===== src/design/kpte_pkg.sv =====
// kpte_pkg: shared types, event codes and scan-code helpers for the keypad
// tap event classifier. No dependencies.
`default_nettype none

package kpte_pkg;

  localparam int CodeW    = 8;
  localparam int TimeW    = 32;
  localparam int PeriodW  = 16;
  localparam int InDataW  = 40;
  localparam int OutDataW = 40;
  localparam int KindW    = 3;

  localparam logic [CodeW-1:0] NO_KEY = 8'hFF;

  typedef enum logic [KindW-1:0] {
    EV_KEY_DOWN  = 3'd0,
    EV_KEY_UP    = 3'd1,
    EV_MULTI_TAP = 3'd2,
    EV_LONG_TAP  = 3'd3,
    EV_MULTI_KEY = 3'd4
  } ev_t;

  typedef enum logic [0:0] {
    CFG_LONG_PERIOD  = 1'b0,
    CFG_MULTI_WINDOW = 1'b1
  } cfg_idx_t;

  typedef struct packed {
    logic [CodeW-1:0] held_code;
    logic [CodeW-1:0] prior_code;
    logic [CodeW-1:0] older_code;
    logic [7:0]       repeat_count;
    logic [TimeW-1:0] long_deadline;
    logic [TimeW-1:0] repeat_deadline;
    logic             long_armed;
  } state_t;

  typedef struct packed {
    logic [PeriodW-1:0] long_period;
    logic [PeriodW-1:0] multi_window;
  } cfg_t;

  typedef struct packed {
    ev_t              kind;
    logic [CodeW-1:0] key_code;
    logic [CodeW-1:0] previous_code;
    logic [CodeW-1:0] earlier_code;
    logic [3:0]       key_position;
    logic             position_valid;
    logic [7:0]       tap_count;
  } result_t;

  typedef struct packed {
    logic [3:0] pos;
    logic       valid;
  } loc_t;

  // index of the single low bit, bit 2 set when not exactly one
  function automatic logic [2:0] nibble_index(input logic [3:0] nib);
    logic [2:0] idx;
    unique case (nib)
      4'hE:    idx = 3'd0;
      4'hD:    idx = 3'd1;
      4'hB:    idx = 3'd2;
      4'h7:    idx = 3'd3;
      default: idx = 3'd4;
    endcase
    return idx;
  endfunction

  function automatic loc_t locate(input logic [CodeW-1:0] c);
    logic [2:0] r;
    logic [2:0] k;
    loc_t       l;
    r = nibble_index(c[3:0]);
    k = nibble_index(c[7:4]);
    if (!r[2] && !k[2]) begin
      l.pos   = {r[1:0], k[1:0]};
      l.valid = 1'b1;
    end else begin
      l.pos   = 4'd0;
      l.valid = 1'b0;
    end
    return l;
  endfunction

  // more than one key's worth of low bits
  function automatic logic is_multi(input logic [CodeW-1:0] c);
    logic [3:0] n;
    n = 4'd0;
    for (int i = 0; i < CodeW; i++) begin
      n = n + {3'd0, ~c[i]};
    end
    return n > 4'd2;
  endfunction

endpackage

`default_nettype wire


===== src/design/kpte_classify.sv =====
// kpte_classify: combinational event decision for one scan sample.
// Depends on kpte_pkg for state, result types and scan-code helpers.
`default_nettype none

module kpte_classify (
  input  kpte_pkg::state_t            st,
  input  kpte_pkg::cfg_t              cfg,
  input  logic [kpte_pkg::CodeW-1:0] sample_code,
  input  logic [kpte_pkg::TimeW-1:0] now_ms,
  output kpte_pkg::state_t            st_next,
  output logic                        res_valid,
  output kpte_pkg::result_t           res
);
  import kpte_pkg::*;

  loc_t             loc;
  ev_t              kind;
  logic [7:0]       taps;
  logic [TimeW-1:0] long_due;
  logic [TimeW-1:0] repeat_due;

  assign long_due   = now_ms + {{(TimeW-PeriodW){1'b0}}, cfg.long_period};
  assign repeat_due = now_ms + {{(TimeW-PeriodW){1'b0}}, cfg.multi_window};

  always_comb begin
    st_next   = st;
    res_valid = 1'b0;
    kind      = EV_KEY_DOWN;
    taps      = 8'd0;
    loc       = '0;
    priority if (st.long_armed && now_ms >= st.long_deadline) begin
      // long tap wins and swallows this sample
      st_next.long_armed = 1'b0;
      res_valid          = 1'b1;
      kind               = EV_LONG_TAP;
      loc                = locate(st.held_code);
    end else if (sample_code != st.held_code) begin
      st_next.older_code = st.prior_code;
      st_next.prior_code = st.held_code;
      st_next.held_code  = sample_code;
      res_valid          = 1'b1;
      priority if (sample_code == NO_KEY) begin
        if (!is_multi(st.held_code) && st.prior_code == NO_KEY) begin
          loc = locate(st.held_code);
        end
        st_next.long_armed = 1'b0;
        kind               = EV_KEY_UP;
      end else if (!is_multi(sample_code) && st.held_code == NO_KEY) begin
        st_next.long_deadline   = long_due;
        st_next.long_armed      = 1'b1;
        st_next.repeat_deadline = repeat_due;
        loc                     = locate(sample_code);
        if (sample_code == st.prior_code && now_ms < st.repeat_deadline) begin
          st_next.repeat_count = st.repeat_count + 8'd1;
          taps                 = st.repeat_count + 8'd1;
          kind                 = EV_MULTI_TAP;
        end else begin
          st_next.repeat_count = 8'd0;
          kind                 = EV_KEY_DOWN;
        end
      end else begin
        st_next.repeat_count = 8'd0;
        st_next.long_armed   = 1'b0;
        kind                 = EV_MULTI_KEY;
      end
    end
  end

  always_comb begin
    res.kind           = kind;
    res.key_code       = st_next.held_code;
    res.previous_code  = st_next.prior_code;
    res.earlier_code   = st_next.older_code;
    res.key_position   = loc.pos;
    res.position_valid = loc.valid;
    res.tap_count      = taps;
  end

endmodule

`default_nettype wire


===== src/design/kpte_state.sv =====
// kpte_state: history, tap counter, deadline and configuration registers.
// Depends on kpte_pkg for the state and configuration types.
`default_nettype none

module kpte_state (
  input  logic                         clk,
  input  logic                         rst,
  input  logic                         update,
  input  kpte_pkg::state_t             st_next,
  input  logic                         cfg_we,
  input  logic [0:0]                   cfg_index,
  input  logic [kpte_pkg::PeriodW-1:0] cfg_data,
  output kpte_pkg::state_t             st,
  output kpte_pkg::cfg_t               cfg
);
  import kpte_pkg::*;

  always_ff @(posedge clk) begin
    if (rst) begin
      st.held_code       <= NO_KEY;
      st.prior_code      <= NO_KEY;
      st.older_code      <= NO_KEY;
      st.repeat_count    <= 8'd0;
      st.long_deadline   <= '0;
      st.repeat_deadline <= '0;
      st.long_armed      <= 1'b0;
    end else if (update) begin
      st <= st_next;
    end
  end

  always_ff @(posedge clk) begin
    if (rst) begin
      cfg.long_period  <= 16'd1000;
      cfg.multi_window <= 16'd1000;
    end else if (cfg_we) begin
      unique case (cfg_idx_t'(cfg_index))
        CFG_LONG_PERIOD:  cfg.long_period  <= cfg_data;
        CFG_MULTI_WINDOW: cfg.multi_window <= cfg_data;
        default:          ;
      endcase
    end
  end

endmodule

`default_nettype wire


===== src/design/keypad_tap_event_classifier_unit.sv =====
// keypad_tap_event_classifier_unit: top level with input and result registers.
// Depends on kpte_pkg, kpte_classify and kpte_state.
//
// Usage:
//   s_* takes one beat per scan sample: sample code and millisecond time.
//   m_* gives one beat per event; a sample that causes no event gives none.
//   cfg_we/cfg_index/cfg_data write the long-tap period (index 0) and the
//   multi-tap window (index 1); write them only while the unit is idle.
// Timing:
//   a sample is held in the input register, classified by one pass of
//   combinational logic, and its event lands in the result register,
//   which drives m_tvalid and the event beat.
//   Throughput is one sample per cycle while no event waits on m_tready;
//   the state update of one sample is ready for the next in the same
//   cycle it is written.
// Reset: history codes go to no key, tap count and deadlines to zero, long
//   tap disarmed, both periods to 1000 ms; both registers empty.
// Stall: while m_tready is low and an event waits, the input register still
//   takes one more sample, then s_tready drops until the event is taken.
`default_nettype none

module keypad_tap_event_classifier_unit (
  input  logic                          clk,
  input  logic                          rst,
  input  logic                          s_tvalid,
  output logic                          s_tready,
  // sample_code [7:0], now_ms [39:8]
  input  logic [kpte_pkg::InDataW-1:0]  s_tdata,
  output logic                          m_tvalid,
  input  logic                          m_tready,
  // key_code [7:0], previous_code [15:8], earlier_code [23:16],
  // key_position [27:24], position_valid [28], tap_count [36:29], zero [39:37]
  output logic [kpte_pkg::OutDataW-1:0] m_tdata,
  // event_kind [2:0]
  output logic [kpte_pkg::KindW-1:0]    m_tuser,
  input  logic                          cfg_we,
  input  logic [0:0]                    cfg_index,
  input  logic [kpte_pkg::PeriodW-1:0]  cfg_data
);
  import kpte_pkg::*;

  logic             in_valid;
  logic [CodeW-1:0] in_code;
  logic [TimeW-1:0] in_now;
  logic             advance;
  state_t           st;
  state_t           st_next;
  cfg_t             cfg;
  logic             res_valid;
  result_t          res;
  result_t          out_res;

  assign advance  = in_valid && (!m_tvalid || m_tready);
  assign s_tready = !in_valid || advance;

  always_ff @(posedge clk) begin
    if (rst) begin
      in_valid <= 1'b0;
    end else if (s_tready) begin
      in_valid <= s_tvalid;
    end
  end

  always_ff @(posedge clk) begin
    if (s_tready && s_tvalid) begin
      in_code <= s_tdata[CodeW-1:0];
      in_now  <= s_tdata[CodeW +: TimeW];
    end
  end

  kpte_classify u_classify (
    .st          (st),
    .cfg         (cfg),
    .sample_code (in_code),
    .now_ms      (in_now),
    .st_next     (st_next),
    .res_valid   (res_valid),
    .res         (res)
  );

  kpte_state u_state (
    .clk       (clk),
    .rst       (rst),
    .update    (advance),
    .st_next   (st_next),
    .cfg_we    (cfg_we),
    .cfg_index (cfg_index),
    .cfg_data  (cfg_data),
    .st        (st),
    .cfg       (cfg)
  );

  always_ff @(posedge clk) begin
    if (rst) begin
      m_tvalid <= 1'b0;
    end else if (advance && res_valid) begin
      m_tvalid <= 1'b1;
    end else if (m_tready) begin
      m_tvalid <= 1'b0;
    end
  end

  always_ff @(posedge clk) begin
    if (advance && res_valid) begin
      out_res <= res;
    end
  end

  assign m_tuser = out_res.kind;
  assign m_tdata = {3'd0, out_res.tap_count, out_res.position_valid, out_res.key_position,
                    out_res.earlier_code, out_res.previous_code, out_res.key_code};

  // long tap is only ever armed for a lone key pressed from no key
  a_armed_single: assert property (@(posedge clk) disable iff (rst)
    st.long_armed |-> (st.held_code != NO_KEY && st.prior_code == NO_KEY))
    else $error("long tap armed without a lone held key");

  a_multi_key_no_pos: assert property (@(posedge clk) disable iff (rst)
    (m_tvalid && m_tuser == EV_MULTI_KEY) |-> (!out_res.position_valid
      && out_res.tap_count == 8'd0))
    else $error("multi-key event names a key or carries taps");

  a_taps_multi_only: assert property (@(posedge clk) disable iff (rst)
    (m_tvalid && out_res.tap_count != 8'd0) |-> (m_tuser == EV_MULTI_TAP))
    else $error("tap count on an event other than multi tap");

  a_key_up_code: assert property (@(posedge clk) disable iff (rst)
    (m_tvalid && m_tuser == EV_KEY_UP) |-> (out_res.key_code == NO_KEY))
    else $error("key up event with a key still held");

  // a sample leaves the input register only when the result slot is free
  a_no_overwrite: assert property (@(posedge clk) disable iff (rst)
    (m_tvalid && !m_tready) |=> ($stable(out_res) || !$past(m_tvalid)))
    else $error("waiting event overwritten");

endmodule

`default_nettype wire

===== config.mk =====
export PLATFORM = sky130hd
export DESIGN_NAME = keypad_tap_event_classifier_unit
export DESIGN_NICKNAME = d
export VERILOG_FILES = /design/src/design/kpte_pkg.sv /design/src/design/kpte_classify.sv /design/src/design/kpte_state.sv /design/src/design/keypad_tap_event_classifier_unit.sv
export SDC_FILE = /design/constraint.sdc
export NUM_CORES = 1
export LEC_CHECK = 0
export BUFFER_PORTS_ARGS = -buffer_cell sky130_fd_sc_hd__buf_2
export CORE_MARGIN = 4
export CORE_UTILIZATION = 50
export DETAILED_ROUTE_END_ITERATION = 7
export PLACE_DENSITY = 0.74
export SYNTH_ARGS = -nofsm -noshare
export SYNTH_HDL_FRONTEND = slang
export SYNTH_SLANG_ARGS = --single-unit

===== constraint.sdc =====
create_clock -name clk -period 3.8 [get_ports clk]
set_input_delay 0 -clock clk [delete_from_list [all_inputs] [get_ports clk]]
set_output_delay 0 -clock clk [all_outputs]
set_load 0.03 [all_outputs]

---- After elaboration in Yosys (flattened, before gate mapping) ----
Cells that the tools add are included.
Widths: inputs -> output; s select.
cells by class
  shift-type cells ........................ 0
  multiplexer cells ....................... 47
  bitwise operators ....................... 20
  reduce and logical (&&, ||, !) cells .... 30
  add/subtract/negate cells ............... 17
  order comparisons ....................... 4
  multipliers ............................. 0
  divide/modulo/power cells ............... 0
  equal/unequal tests ..................... 21
operator list
  operator             number
  $mux 97              1
  $mux 96              1
  $mux 72              1
  $add 32x16->32       2
  $mux 64              1
  $mux 3               19
  $add 4x1->4          12
  $eq 4x4->1 const B   12
  $pmux 3 s4           4
  $mux 5               8
  $ge 32x32->1         1
  $lt 32x32->1         1
  $eq 8x8->1 const B   3
  $not 1->1            20
  $eq 4x3->1 const B   4
  $mux 8               2
  $logic_and 1x1->1    10
  $logic_not 1->1      10
  $add 8x1->8 const B  1
  $eq 8x8->1           1
  $gt 4x2->1 const B   2
  $ne 8x8->1           1
  $mux 1               7
  $mux 2               3
  7 further kinds      12
storage, ports and cells
  bits in latches ......................... 0
  input bits .............................. 62
  bits in writable memories ............... 0
  logic and storage cells ................. 160
  memories ................................ 0
  output and inout bits ................... 45
  flip-flop bits (word level) ............. 211
  memory bits (read-only) ................. 0

---- Depth between registers and ports, before layout ----
  word-level depth ........................ 22
  mapped depth ............................ 16
  gate-level depth less buffers ........... 15

---- By module ----
A second synthesis with hierarchy kept.
unflattened totals
  cell total of the unflattened synthesis .. 1481
  area, all modules ....................... 13669.4 um2
by module, submodules not included
  module                            times used  cells each  seq. area each (um2)  area an instance (um2)
  kpte_classify                     1           945         0.0                   6339.8
  kpte_state                        1           441         2582.5                4798.4
  keypad_tap_event_classifier_unit  1           95          2442.3                2531.2

---- Worst setup path before layout ----
OpenSTA, ideal clock, no wires.
  kind .................................... reg-to-reg
  start point ............................. register, netlist name u_state.st[89]
  end point ............................... register out_res, in the netlist m_tdata[25] (data pin)
  path slack .............................. -0.359 ns
  library setup time ...................... 0.169 ns
  cell stages (with the launch flop) ...... 14
  arrival time ............................ 3.990 ns
  path buffers ............................ 0
  required time ........................... 3.631 ns
  clock period less this slack ............ 4.159 ns
  cells stage by stage .................... dfxtp_1 > inv_1 > ha_1 > fa_1 > fa_1 > fa_1 > inv_1 > fa_1 > a211o_1 > a2111oi_0 > nand2_1 > a221o_1 > or4_1 > o31ai_1
RTL lines
  item                    line                                     source
  end signal: assignment  keypad_tap_event_classifier_unit.sv:105  out_res <= res;
  end: declaration        keypad_tap_event_classifier_unit.sv:51   result_t out_res;

==> metrics.txt <==
# TYPE chip_impl_metric gauge
chip_impl_info{name="status",value="finished with violations"} 1
chip_impl_info{name="violations",value="setup timing"} 1
chip_impl_metric{name="timing.final.setup_violations",unit=""} 66
chip_impl_metric{name="vias_per_cell",unit=""} 5.50
chip_impl_metric{name="combined_area_of_the_multi_input_logic_cells",unit="µm²"} 6880
chip_impl_metric{name="antenna_violations_before_repair",unit=""} 0
chip_impl_metric{name="fmax",unit="MHz"} 249
chip_impl_metric{name="share_of_the_synthesized_area_in_the_top_cell_type",unit=""} 0.219
chip_impl_metric{name="clkSinkCount",unit=""} 211
chip_impl_metric{name="floorplan.rows",unit=""} 56
chip_impl_metric{name="synthCells",unit=""} 1319
chip_impl_metric{name="yosys_warnings",unit=""} 0
chip_impl_metric{name="globalplace.congestion",unit=""} 0.903
chip_impl_metric{name="worst_slew_margin_rel",unit=""} 0.182
chip_impl_metric{name="cts.path.max_buffers",unit=""} 3
chip_impl_info{name="synth-main-ff-cell",value="sky130_fd_sc_hd__dfxtp_1"} 1
chip_impl_metric{name="required_time_of_the_worst_setup_path",unit="ns"} 4.15
chip_impl_metric{name="route.vias.total",unit=""} 10200
chip_impl_info{name="layout_common_cells",value="197 x sky130_fd_sc_hd__nand2_1, 129 x sky130_fd_sc_hd__dfxtp_1, 106 x sky130_fd_sc_hd__ha_1"} 1
chip_impl_metric{name="totalWireLength",unit="µm"} 30700
chip_impl_info{name="final_common_cell",value="sky130_fd_sc_hd__nand2_1"} 1
chip_impl_metric{name="reg2reg_depth",unit=""} 13
chip_impl_metric{name="ys_async_sr_fraction",unit=""} 0
chip_impl_metric{name="synth-edff-count",unit=""} 80
chip_impl_info{name="cp_slowest_cell",value="sky130_fd_sc_hd__fa_1"} 1
chip_impl_info{name="synth_largest_area_cell",value="sky130_fd_sc_hd__dfxtp_1"} 1
chip_impl_info{name="cts_tree",value="done"} 1
chip_impl_metric{name="fp.coreArea",unit="µm²"} 23500
chip_impl_metric{name="register_area",unit="µm²"} 5030
chip_impl_metric{name="synth_seq_area_share",unit=""} 0.419
chip_impl_info{name="clockRootBuffer",value="sky130_fd_sc_hd__clkbuf_16"} 1
chip_impl_metric{name="wire_length_of_the_first_global_routing_pass",unit="µm"} 49500
chip_impl_metric{name="post_drt_wl_per_cell",unit="µm"} 16.5
chip_impl_info{name="ys_top_cells_by_area",value="sky130_fd_sc_hd__dfxtp_1 22%, sky130_fd_sc_hd__edfxtp_1 20%, sky130_fd_sc_hd__ha_1 11%"} 1
chip_impl_metric{name="numPortBuffers",unit=""} 103
chip_impl_metric{name="timing.final.crit_period",unit="ns"} 4.01
chip_impl_metric{name="static-leakage-power",unit="nW"} 6.04
chip_impl_metric{name="critical_path_peak_fanout",unit=""} 2
chip_impl_metric{name="ports_placed_on_the_boundary",unit=""} 107
chip_impl_metric{name="clk_latency_worst_skew_pair",unit="ns"} 0.52
chip_impl_metric{name="worstHoldPathCells",unit=""} 4
chip_impl_metric{name="cts-buffers-inserted",unit=""} 23
chip_impl_metric{name="h-tree-depth",unit=""} 1
chip_impl_metric{name="dp_hpwl",unit="µm"} 19900
chip_impl_metric{name="layout-drive-gt1-share",unit=""} 0.226
chip_impl_metric{name="setup.reg_to_reg.worst_slack",unit="ns"} -0.21
chip_impl_metric{name="final_setup_margin",unit="ns"} -0.211
chip_impl_metric{name="tightestPinTransition",unit="ns"} 1.22
chip_impl_metric{name="power.ir.vdd_worst",unit="µV"} 355
chip_impl_metric{name="drtAntennaViolNets",unit=""} 0
chip_impl_metric{name="critical_path_arrival",unit="ns"} 4.36
chip_impl_metric{name="final.period_utilization",unit=""} 1.06
chip_impl_metric{name="synth_area_per_cell",unit="µm²"} 9.09
chip_impl_metric{name="total_power",unit="W"} 0.00600
chip_impl_metric{name="dieWidth",unit="µm"} 163
chip_impl_metric{name="timing.critical_path.depth",unit=""} 13
chip_impl_info{name="grt_setup_unrepaired",value="yes"} 1
chip_impl_metric{name="count_of_buffering_cells_on_the_critical_path_with_inverters_included",unit=""} 3
chip_impl_info{name="crit_type",value="reg2reg"} 1
chip_impl_metric{name="netlist-cell-type-count",unit=""} 63
chip_impl_metric{name="drv_cap",unit=""} 0
chip_impl_metric{name="die-area",unit="µm²"} 26500
chip_impl_info{name="min-delay-path-class",value="in2reg"} 1
chip_impl_metric{name="fillerInstances",unit=""} 1812
chip_impl_metric{name="dieHeight",unit="µm"} 163
chip_impl_metric{name="detail_route.drc_violations",unit=""} 0
chip_impl_metric{name="skew",unit="ns"} 0.0206
chip_impl_info{name="crit_path_end_kind",value="flip-flop"} 1
chip_impl_metric{name="fin_max_slew_vios",unit=""} 0
chip_impl_metric{name="grt_max_degree",unit=""} 62
chip_impl_metric{name="antennaDiodeCount",unit=""} 0
chip_impl_metric{name="areaGrowthSynthToFinish",unit="%"} 27.9
chip_impl_metric{name="initial_core_util",unit=""} 0.509
chip_impl_metric{name="hold_ws",unit="ns"} 0.0616
chip_impl_info{name="cp-start-kind",value="flip-flop"} 1
chip_impl_info{name="cp_top_family",value="adder cells"} 1
chip_impl_metric{name="global_route.overflow_total",unit=""} 0
chip_impl_metric{name="global_route.usage.total",unit=""} 0.225
chip_impl_metric{name="clock_slew_seen_by_the_registers_of_the_worst_setup_and_hold_paths",unit="ns"} 0.07
chip_impl_metric{name="timing.critical_path.slowest_cell_delay",unit="ns"} 0.50
chip_impl_metric{name="num-nets-final",unit=""} 1697
chip_impl_metric{name="p_per_area",unit="nW/µm²"} 391
chip_impl_info{name="timing.critical_path.cells",value="inv_4 -> ha_4 -> fa_1 -> fa_1 -> fa_2 -> buf_4 -> buf_4 -> a211o_1 -> a2111oi_2 -> nand2_1 -> a221o_1 -> or4_4 -> o31ai_2"} 1
chip_impl_metric{name="via_count_of_the_first_global_routing_pass",unit=""} 10200
chip_impl_metric{name="hold_violations",unit=""} 0
chip_impl_metric{name="drt_pre_antenna_iters",unit=""} 5
chip_impl_metric{name="detailedRoute.firstIterationViolations",unit=""} 673
chip_impl_metric{name="yosys_reg_bits",unit=""} 211
chip_impl_metric{name="synth_area",unit="µm²"} 12000
## where the power goes
group | internal [W] | switching (W) | total (W)
logic | 0.000535 | 0.000665 | 0.00120
registers | 0.00247 | 0.0000993 | 0.00257
clock network | 0.00132 | 0.000915 | 0.00223
total | 0.00432 | 0.00168 | 0.00600
## logic make-up (layout without fill, tap and decap cells)
group,after synthesis,count (layout),share of synthesized area
compound gates,258,258,0.138
xor+xnor,82,82,0.0599
fa+ha+maj,118,118,0.129
buf+inv,161,374,0.0536
flops,211,211,0.419
mux,19,19,0.0176
other cells,1,3,0.000313
simple gates,469,469,0.182
## state kept, by name, summed over array words and instances, names as in the netlist
name,count
u_state.st,97
m_tdata,37
in_now,32
u_state.cfg,32
in_code,8
m_tuser,3
in_valid,1
m_tvalid,1
## final timing paths
path / from / to
setup / recovery: u_state.st[89] / m_tdata[25]
hold / removal: cfg_index / u_state.cfg[17]
setup reg to reg: u_state.st[89] / m_tdata[25]
hold reg to reg: u_state.st[15] / u_state.st[15]
## what timing repair did
item,4_1_cts,5_1_grt
endpoints found under the hold margin,74,0
pin swaps,75,24
setup endpoints to repair,61,87
hold buffers,59,0
resized for setup,97,59
cloned,10,0
setup buffers,19,7
## cell usage after synthesis (all sizes together) (13+ instances only)
library cell	number
clkbuf	36
inv	98
nand3	57
a211oi	42
dfxtp	131
xnor2	47
o211ai	17
nand2b	13
a21o	22
mux2	17
xor2	35
edfxtp	80
a21oi	89
buf	27
nand2	206
nor4	17
o21ai	44
nand4	20
nor2	80
ha	108
nor2b	19
## worst min-delay path, cell delays in order
cell and delay, ns:
sky130_fd_sc_hd__buf_2 0.10, sky130_fd_sc_hd__nor2b_1 0.23, sky130_fd_sc_hd__nand2_1 0.15, sky130_fd_sc_hd__a21oi_1 0.05
## stage by stage
stage               std cells   util  area [µm²]  setup WS, ns  TNS [ns]
global route             1853  0.651       15300        -0.367    -16.74
finish                   1853  0.651       15300        -0.211     -3.54
CTS                      1856  0.649       15300        -0.258     -4.35
global placement         1727  0.558       13100        -0.176    -0.415
floorplan                1321      -       12100        -0.158    -0.542
detailed placement       1727  0.558       13100        -0.349     -3.08
## area by class of cell
type | count | share of cell area
inverters | 98 | 0.0242
flip-flops and latches | 211 | 0.328
clock inverters | 15 | 0.0102
well taps | 319 | 0.0260
clock buffers | 27 | 0.0385
multi-input cells | 949 | 0.449
repair buffers | 234 | 0.124
## per-layer routing
metal  track usage  part of all wire
met2         0.380              0.48
met4        0.0892             0.035
met3        0.0359             0.051
met1         0.290              0.43
met5             0                 0
Power figures use the tool's default switching activity.
